==> config.mk <==
export PLATFORM = sky130hd
export DESIGN_NAME = bmf_cell
export DESIGN_NICKNAME = d
export VERILOG_FILES = /design/src/rtl/core/box_mean_filter_3x3_rgb_core_defines.svh /design/src/rtl/core/bmf_pkg.sv /design/src/rtl/core/bmf_cell.sv
export SDC_FILE = /design/constraint.sdc
export NUM_CORES = 1
export LEC_CHECK = 0
export ABC_CLOCK_PERIOD_IN_PS = 5300
export BUFFER_PORTS_ARGS = -buffer_cell sky130_fd_sc_hd__buf_2
export CORE_MARGIN = 1
export CORE_UTILIZATION = 30
export DETAILED_ROUTE_END_ITERATION = 7
export PLACE_DENSITY = 0.6
export SYNTH_ARGS = -nofsm -noshare
export SYNTH_HDL_FRONTEND = slang
export SYNTH_SLANG_ARGS = --single-unit
==> constraint.sdc <==
create_clock -name i_clk -period 5.3 [get_ports i_clk]
set_input_delay 1.06 -clock i_clk [delete_from_list [all_inputs] [get_ports i_clk]]
set_output_delay 1.06 -clock i_clk [all_outputs]
set_load 0.01 [all_outputs]
==> src/rtl/core/box_mean_filter_3x3_rgb_core_defines.svh <==
// ----------------------------------------------------------------------------
// box mean filter assertion macros
// Shared property macros for the box mean filter core. They sample on i_clk
// and are disabled while i_rst_n is low.
// ----------------------------------------------------------------------------
`ifndef BOX_MEAN_FILTER_3X3_RGB_CORE_DEFINES_SVH
`define BOX_MEAN_FILTER_3X3_RGB_CORE_DEFINES_SVH

// condition must hold in the same cycle as the trigger
`define BMF_ASSERT_NOW(label, trig, cond) \
    label: assert property (@(posedge i_clk) disable iff (!i_rst_n) (trig) |-> (cond)) \
        else $error("box mean filter check failed");

// condition must hold in the cycle after the trigger
`define BMF_ASSERT_NEXT(label, trig, cond) \
    label: assert property (@(posedge i_clk) disable iff (!i_rst_n) (trig) |=> (cond)) \
        else $error("box mean filter check failed");

`endif

==> src/rtl/core/bmf_pkg.sv <==
// ----------------------------------------------------------------------------
// box mean filter package
// Sizes, word types, register indexes and the divisor reciprocal table
// shared by the box mean filter core and its sub-blocks.
// ----------------------------------------------------------------------------
`default_nettype none

package bmf_pkg;

    // geometry
    localparam int MAX_WIDTH = 2048;
    localparam int COL_W     = $clog2(MAX_WIDTH);
    localparam int FW_W      = 12;
    localparam int FH_W      = 13;
    localparam int ROW_W     = FH_W + 1;
    localparam int EFFW_W    = (FW_W > $clog2(MAX_WIDTH + 1)) ? FW_W : $clog2(MAX_WIDTH + 1);
    localparam int WIN       = 3;

    // arithmetic widths
    localparam int CH_W        = 8;
    localparam int CSUM_W      = CH_W + 2;
    localparam int SUM_W       = CH_W + 4;
    localparam int CNT_W       = 4;
    localparam int RECIP_W     = 17;
    localparam int RECIP_SHIFT = 16;
    localparam int PROD_W      = SUM_W + RECIP_W;

    // configuration port
    localparam int CFG_IDX_W  = 1;
    localparam int CFG_DATA_W = FH_W;
    localparam logic [CFG_IDX_W-1:0] CFG_FRAME_WIDTH  = 1'd0;
    localparam logic [CFG_IDX_W-1:0] CFG_FRAME_HEIGHT = 1'd1;
    localparam logic [FW_W-1:0] FRAME_WIDTH_RESET  = 12'd640;
    localparam logic [FH_W-1:0] FRAME_HEIGHT_RESET = 13'd480;

    // operation codes
    localparam logic OP_DRAIN = 1'b1;

    typedef struct packed {
        logic            operation;
        logic [CH_W-1:0] in_red;
        logic [CH_W-1:0] in_green;
        logic [CH_W-1:0] in_blue;
    } t_in_word;

    typedef struct packed {
        logic [CH_W-1:0] avg_red;
        logic [CH_W-1:0] avg_green;
        logic [CH_W-1:0] avg_blue;
        logic            frame_last;
    } t_out_word;

    typedef struct packed {
        logic [CH_W-1:0] blue;
        logic [CH_W-1:0] green;
        logic [CH_W-1:0] red;
    } t_pixel;

    // one window column, top row first
    typedef struct packed {
        t_pixel upper;
        t_pixel middle;
        t_pixel lower;
    } t_column;

    typedef struct packed {
        logic [CSUM_W-1:0] blue;
        logic [CSUM_W-1:0] green;
        logic [CSUM_W-1:0] red;
    } t_csum;

    // which rows of a column lie inside the frame
    typedef struct packed {
        logic top;
        logic bottom;
    } t_row_mask;

    typedef enum logic [1:0] {
        S_IDLE,
        S_LOAD,
        S_SUM,
        S_DIV
    } t_state;

    // 2^16 / count rounded up; exact floor division for sums below 2^15
    function automatic logic [RECIP_W-1:0] bmf_recip(input logic [CNT_W-1:0] count);
        logic [RECIP_W-1:0] m;
        case (count)
            4'd2:    m = 17'd32768;
            4'd3:    m = 17'd21846;
            4'd4:    m = 17'd16384;
            4'd6:    m = 17'd10923;
            4'd9:    m = 17'd7282;
            default: m = 17'd65536;
        endcase
        return m;
    endfunction

endpackage

`default_nettype wire

==> src/rtl/core/bmf_cell.sv <==
// ----------------------------------------------------------------------------
// box mean filter window cell
// Holds one three-pixel column of the window, passes it to the left neighbor
// on a shift and gives the per-channel sum of its rows inside the frame.
// ----------------------------------------------------------------------------
`default_nettype none

module bmf_cell
    import bmf_pkg::*;
(
    input  wire logic      i_clk,
    input  wire logic      i_shift,
    input  wire t_column   i_col,
    input  wire t_row_mask i_mask,
    output t_column        o_col,
    output t_csum          o_sum
);

    t_column r_col;

    // column register, loads from the right-hand neighbor
    always_ff @(posedge i_clk) begin
        if (i_shift) begin
            r_col <= i_col;
        end
    end

    assign o_col = r_col;

    // masked column sum per channel
    always_comb begin
        o_sum.red   = (i_mask.top ? CSUM_W'(r_col.upper.red) : '0)
                    + CSUM_W'(r_col.middle.red)
                    + (i_mask.bottom ? CSUM_W'(r_col.lower.red) : '0);
        o_sum.green = (i_mask.top ? CSUM_W'(r_col.upper.green) : '0)
                    + CSUM_W'(r_col.middle.green)
                    + (i_mask.bottom ? CSUM_W'(r_col.lower.green) : '0);
        o_sum.blue  = (i_mask.top ? CSUM_W'(r_col.upper.blue) : '0)
                    + CSUM_W'(r_col.middle.blue)
                    + (i_mask.bottom ? CSUM_W'(r_col.lower.blue) : '0);
    end

endmodule

`default_nettype wire

==> flow_summary.json, run 1 <==
{
  "grt_use_total_pct": 14.65,
  "dpl_worst_slack_ps": 587.1,
  "ys_warn_count": 0,
  "cap_viol_max_count": 0,
  "wl_per_cell_um": 14.81,
  "clockRootBuffer": "clkbuf_16",
  "swShare_pct": 31.85,
  "cts.clk_slew.worst_paths_ps": 60,
  "min_to": "o_col[10]",
  "outcome": "finished, final reports clean",
  "cts_tree": "built",
  "grt_pass1_vias": 2932,
  "ys_ff_latch": 72,
  "cts_resized": 0,
  "worst_ep_arrival_time_ps": 3630,
  "rsz0062_at_grt": "false",
  "first_pass_iters": 4,
  "hold_ws_ps": 894.4,
  "p_comb_share_pct": 31.6,
  "cts.sinks": 72,
  "crit_type": "primary input to output port",
  "antenna_found_initial": 0,
  "core_area_mm2": 0.01272,
  "fin_ws_ps": 612.0,
  "grt_pass1_wl_um": 14550,
  "pin_count": 178,
  "numCtsBuffers": 9,
  "largest_register_ffs": 72,
  "p_sw_w": 0.0005846,
  "grt_start_max_net_pins": 73,
  "clock_path_buffers": 2,
  "syn_to_final_growth_pct": 34.43,
  "fin_tns_setup_ps": 0,
  "htreeDepth": 3,
  "fp.dieArea_mm2": 0.01364,
  "grt_overflow": 0,
  "hold_viol_final": 0,
  "end_kind": "output port",
  "start_util_pct": 31.08,
  "async_flop_share_pct": 0,
  "nNetsFinal": 607,
  "slew-limit-headroom_pct": 38.11,
  "finalCritPeriodShare_pct": 88.45,
  "fin_util_pct": 41.78,
  "synth_ff_type": "edfxtp_1",
  "worstPathRequired_ps": 4240,
  "hold_start": "i_col[10]",
  "core.rowCount": 41,
  "syn_avg_cell_area_um2": 13.27,
  "final-seq-area_mm2": 0.002162,
  "min_path_type": "primary input to flop",
  "holdBufCountCts": 0,
  "worst-slew-pin-transition_ps": 928.4,
  "syn-num-nets": 422,
  "p_clk_share_pct": 29.9,
  "port-buffer-count": 177,
  "cp-start-kind": "primary input",
  "nFillCells": 1266,
  "drt_iter0_markers": 148,
  "dpl.hpwl_um": 7523,
  "wl_um": 9774,
  "finalSetupViolations": 0,
  "yosysSeqAreaShare_pct": 54.68,
  "fmax_ghz": 0.2133,
  "layout-drive-gt1-share_pct": 39.34,
  "die-width_um": 116.8,
  "powerDensity_mw_per_mm2": 345.4,
  "dpl.cell_count": 644,
  "drc": 0,
  "syn-cell-area_mm2": 0.003954,
  "netlist_instances": 298,
  "drv_slew": 0,
  "multi_input_area_mm2": 0.001664,
  "diodes": 0,
  "leakagePower_nw": 2.413,
  "sequentialPowerShare_pct": 38.5,
  "hold_path_depth": 1,
  "drtAntennaViolNets": 0,
  "synth.distinct_cells": 30,
  "cp_max_fo": 24,
  "intPower_w": 0.001251,
  "final_cells": 660,
  "layout_min_cycle_time_ps": 4688,
  "peakVddDrop_mv": 0.1702,
  "vias": 2920,
  "cts_setup_buffers": 0,
  "vias_per_cell": 4.424,
  "die-height_um": 116.8,
  "synth-edff-count": 72,
  "place_congestion": 0.8110
}
## per-layer routing
layer / part of all wire [%] / GRT usage, % / wire, um
met5: 0 / 0 / 0
met4: 1.6 / 6.076 / 155
met2: 46 / 23.98 / 4500
met3: 9.0 / 5.046 / 876
met1: 43 / 17.66 / 4241
## how the worst max path moves through the flow
stage / endpoint / start / cells after the start / slack, ps
after floorplan: o_sum[29] / i_mask[1] / 9 / 990
after global placement: o_sum[17] / i_mask[0] / 11 / 630
after detailed placement: o_sum[17] / i_mask[0] / 11 / 590
after CTS: o_sum[17] / i_mask[0] / 11 / 570
after global routing: o_sum[7] / i_mask[0] / 11 / 350
final: o_sum[17] / i_mask[0] / 11 / 610
## cells in the final DEF, fill, tap and decap left out, drive strengths merged
master and n:
a211oi 3, a21o 2, a21oi 20, a221oi 2, a41o 2, and2 34
and2b 1, and4b 2, buf 178, clkbuf 10, clkinv 4, clkinvlp 2
edfxtp 72, fa 27, ha 21, inv 30, mux2i 2, nand2 26
nand2b 2, nand3 3, nor2 6, nor2b 4, nor3 6, nor4 1
o211ai 4, o21a 1, o21ai 7, o21bai 2, o31a 1, or4 1
xnor2 9, xor2 3
## cell families (layout without fill, tap and decap cells)
group                    Yosys count  after routing  synth area share, %
multiplexers                       2              2               0.5063
AND/OR/NAND/NOR                   86             86                11.74
adder cells (fa/ha/maj)           48             48                20.32
buffers and inverters             34            224                3.228
XOR/XNOR                          12             12                2.658
flip-flops                        72             72                54.68
AO/OA/AOI/OAI                     44             44                6.867
## through the flow
stage / total power [W] / instance area, um2
detailed placement: 0.001305 / 5050
finish: 0.001836 / 5315
global route: 0.001958 / 5315
floorplan: 0.001072 / 3954
global placement: 0.001291 / 5050
CTS: 0.001864 / 5315
## synthesized netlist by cell type, types with 4 or more instances
library cell / number / area, um2
a21oi_1: 20 / 100.1
o211ai_1: 4 / 30.03
and2_1: 34 / 212.7
inv_1: 30 / 112.6
clkbuf_1: 4 / 15.01
nand2_1: 26 / 97.59
edfxtp_1: 72 / 2162
ha_1: 21 / 262.8
xnor2_1: 9 / 78.83
fa_1: 27 / 540.5
o21ai_0: 7 / 35.03
nor2_1: 6 / 22.52
nor3_1: 6 / 30.03
## worst max-delay path: stages
cell and delay (ps):
buf_2 380, nand2_1 130, fa_1 500, inv_1 40
ha_1 230, fa_1 420, a21oi_1 230, o211ai_1 150
a21oi_1 200, xnor2_1 130, buf_2 140
## area by class of cell
| type | instances | area share [%] |
|---|---|---|
| inverter | 30 | 2.119 |
| clock inverter | 6 | 0.6827 |
| sequential | 72 | 40.68 |
| tap | 172 | 4.049 |
| clock buffer | 10 | 4.308 |
| multi-input combinational | 192 | 31.31 |
| timing repair buffer | 178 | 16.85 |
## power groups by stage
stage / Combinational, W / Clock (W) / Sequential, W
floorplan: 0.000335 / 0 / 0.000736
global placement: 0.000571 / 0 / 0.000721
detailed placement: 0.000584 / 0 / 0.000721
CTS: 0.000588 / 0.000567 / 0.000709
global route: 0.000653 / 0.000592 / 0.000714
finish: 0.000579 / 0.000550 / 0.000707
Power figures use the tool's default switching activity.
==> run 2: changes to the inputs <==
Settings changed: ABC_AREA set to 1.
==> run 2 against run 1 <==
Count of clock-buffer cells in the layout up 1; fmax up 5.3%; combinational power about the same; critical path depth up 2; via count up 7.2%; total power up 1.1%; clock power up 4.0%; design area up 3.0%; first-iteration DRC count down 19%; synthesized area up 3.4%; global-route usage down 0.58 points; utilization down 0.61 points; largest cell class unchanged; highest routed layer unchanged.
==> flow_summary.json, run 2 <==
{
  "ys_top_cells_by_count": "117 x nand2_1, 86 x inv_1, 72 x edfxtp_1, 27 x fa_1, 21 x ha_1",
  "crit_start": "i_mask[1]",
  "sequentialPowerShare_pct": 38.1,
  "drv_slew": 0,
  "worstPathRequired_ps": 4240,
  "htreeDepth": 3,
  "drt_iter0_markers": 120,
  "syn_avg_cell_area_um2": 10.76,
  "end_kind": "output port",
  "yosysMostFrequentCell": "nand2_1",
  "fin_tns_setup_ps": 0,
  "diodes": 0,
  "holdBufCountCts": 0,
  "drtAntennaViolNets": 0,
  "finalCritPeriodShare_pct": 83.99,
  "cts_setup_buffers": 0,
  "place_congestion": 0.8268,
  "syn-cell-area_mm2": 0.004090,
  "cts.sinks": 72,
  "yosysSeqAreaShare_pct": 52.86,
  "synth-edff-count": 72,
  "leakagePower_nw": 2.925,
  "hold_viol_final": 0,
  "synth_area_leader_cell": "edfxtp_1",
  "peakVddDrop_mv": 0.1868,
  "worst_ep_arrival_time_ps": 3390,
  "outcome": "finished, final reports clean",
  "first_pass_iters": 4,
  "cts_resized": 0,
  "port-buffer-count": 177,
  "layout-drive-gt1-share_pct": 35.09,
  "ys_warn_count": 0,
  "netlist.area_leader.share_pct": 52.86,
  "crit_type": "primary input to output port",
  "p_clk_share_pct": 30.8,
  "cap_viol_max_count": 0,
  "clock_path_buffers": 2,
  "grt_pass1_wl_um": 15190,
  "pin_count": 178,
  "worst_path_most_repeated_cell": "nand2_1",
  "fp.dieArea_mm2": 0.01411,
  "swShare_pct": 30.76,
  "final_cell_mix": "176 x buf_2, 117 x nand2_1, 86 x inv_1, 72 x edfxtp_1, 27 x fa_1",
  "cts.clk_slew.worst_paths_ps": 50,
  "drc": 0,
  "wl_um": 9383,
  "hold_path_depth": 1,
  "min_path_type": "primary input to flop",
  "dpl.cell_count": 731,
  "nNetsFinal": 690,
  "rsz0062_at_grt": "false",
  "async_flop_share_pct": 0,
  "grt_pass1_vias": 3322,
  "die-width_um": 118.8,
  "clockRootBuffer": "clkbuf_16",
  "fmax_ghz": 0.2246,
  "netlist_instances": 380,
  "worst_path_largest_cell_delay_ps": 520,
  "cts_tree": "built",
  "hold_start": "i_col[49]",
  "layout_commonest_cell": "buf_2",
  "finalSetupViolations": 0,
  "cp_max_fo": 19,
  "numCtsBuffers": 9,
  "core.rowCount": 42,
  "synthTopCellsByArea": "edfxtp_1 53%, fa_1 13%, nand2_1 11%",
  "grt_overflow": 0,
  "wl_per_cell_um": 12.58,
  "syn-num-nets": 504,
  "p_comb_share_pct": 31.0,
  "intPower_w": 0.001285,
  "largest_register_ffs": 72,
  "grt_start_max_net_pins": 73,
  "vias": 3131,
  "p_sw_w": 0.0005709,
  "syn_to_final_growth_pct": 33.80,
  "grt_use_total_pct": 14.07,
  "ys_ff_latch": 72,
  "start_util_pct": 30.76,
  "dpl.hpwl_um": 7592,
  "nFillCells": 1291,
  "core_area_mm2": 0.01330,
  "powerDensity_mw_per_mm2": 339.1,
  "final_cells": 746,
  "antenna_found_initial": 0,
  "layout_min_cycle_time_ps": 4452,
  "vias_per_cell": 4.197,
  "worstPathCellList": "buf_2 > nand2_1 > fa_1 > inv_1 > ha_1 > fa_1 > nand2_1 > nand2_1 > nand3b_1 > nand2_1 > nand2_1 > nand2_1 > buf_2",
  "min_to": "o_col[49]",
  "cp-start-kind": "primary input",
  "slew-limit-headroom_pct": 39.33,
  "slowest_stage": "fa_1",
  "die-height_um": 118.8,
  "synth.distinct_cells": 21,
  "synth_ff_type": "edfxtp_1",
  "worst-slew-pin-transition_ps": 910.1
}
-- run 2: changes by cell type in the layout (fill, tap and decap cells not counted), moves of 3 or more --
cell	previous run	this run
a211oi_1	3	0
nor2_1	6	9
xnor2_1	9	5
nand2_1	26	117
inv_1	30	86
o21ai_0	7	2
and2_1	34	2
nor2b_1	3	0
a21oi_1	20	8
nor3_1	6	0
nand3_2	0	4
o211ai_1	4	0
nand3_1	3	10
-- run 2: worst max path at each step --
stage | to | slack, ps | cells past startpoint
2_1_floorplan | o_sum[17] | 1390 | 12
3_3_place_gp | o_sum[17] | 890 | 13
3_5_place_dp | o_sum[17] | 860 | 13
4_1_cts | o_sum[17] | 830 | 13
5_1_grt | o_sum[17] | 590 | 13
6_report | o_sum[17] | 850 | 13
-- run 2: worst max-delay path, delay by kind of cell --
| family | cells | cell delay (ps) |
|---|---|---|
| fa+ha+maj | 3 | 1140 |
| simple gates | 7 | 640 |
| buf+inv | 3 | 560 |
-- run 2: per-layer routing --
layer / track usage, % / wire (um) / vias up
met5: 0 / 0 / -
met4: 6.171 / 143 / 0
met3: 4.633 / 699 / 11
met2: 24.60 / 4729 / 112
met1: 15.48 / 3811 / 1455
li1: - / - / 1553
-- run 2: layout make-up --
class | instances | area [um2] | area share (%)
repair buffers | 179 | 903.4 | 16.51
clock inverters | 4 | 46.29 | 0.8459
clock buffers | 11 | 232.7 | 4.252
well taps | 176 | 220.2 | 4.024
inverters | 86 | 322.8 | 5.898
multi-input cells | 218 | 1585 | 28.97
flip-flops and latches | 72 | 2162 | 39.51
-- run 2: per-stage QoR --
stage	cell area (um2)	worst slack, ps	util, %	total power (W)	hold slack, ps
after floorplan	4090	1395	-	0.001077	1159
after global placement	5194	894.4	39.06	0.001294	1236
after detailed placement	5194	859.9	39.06	0.001306	1238
after CTS	5473	829.1	41.16	0.001891	882.5
after global routing	5473	588.2	41.16	0.001979	883.8
final	5473	848.4	41.16	0.001856	901.9
-- run 2: power groups by stage --
stage | sequential [W] | combinational, W | clock (W)
2_1_floorplan | 0.000738 | 0.000340 | 0
3_3_place_gp | 0.000720 | 0.000574 | 0
3_5_place_dp | 0.000721 | 0.000585 | 0
4_1_cts | 0.000709 | 0.000588 | 0.000594
5_1_grt | 0.000714 | 0.000652 | 0.000613
6_report | 0.000708 | 0.000576 | 0.000572
-- run 2: logic make-up (layout without fill, tap and decap cells) --
group / after synthesis / after routing / share of synthesized area [%]
xor gates and xnor gates: 9 / 9 / 1.927
and+or+nand+nor: 151 / 151 / 15.97
buffers and inverters: 90 / 280 / 8.382
AOI/OAI and AO/OA: 10 / 10 / 1.224
adders and majority gates: 48 / 48 / 19.64
DFF: 72 / 72 / 52.86
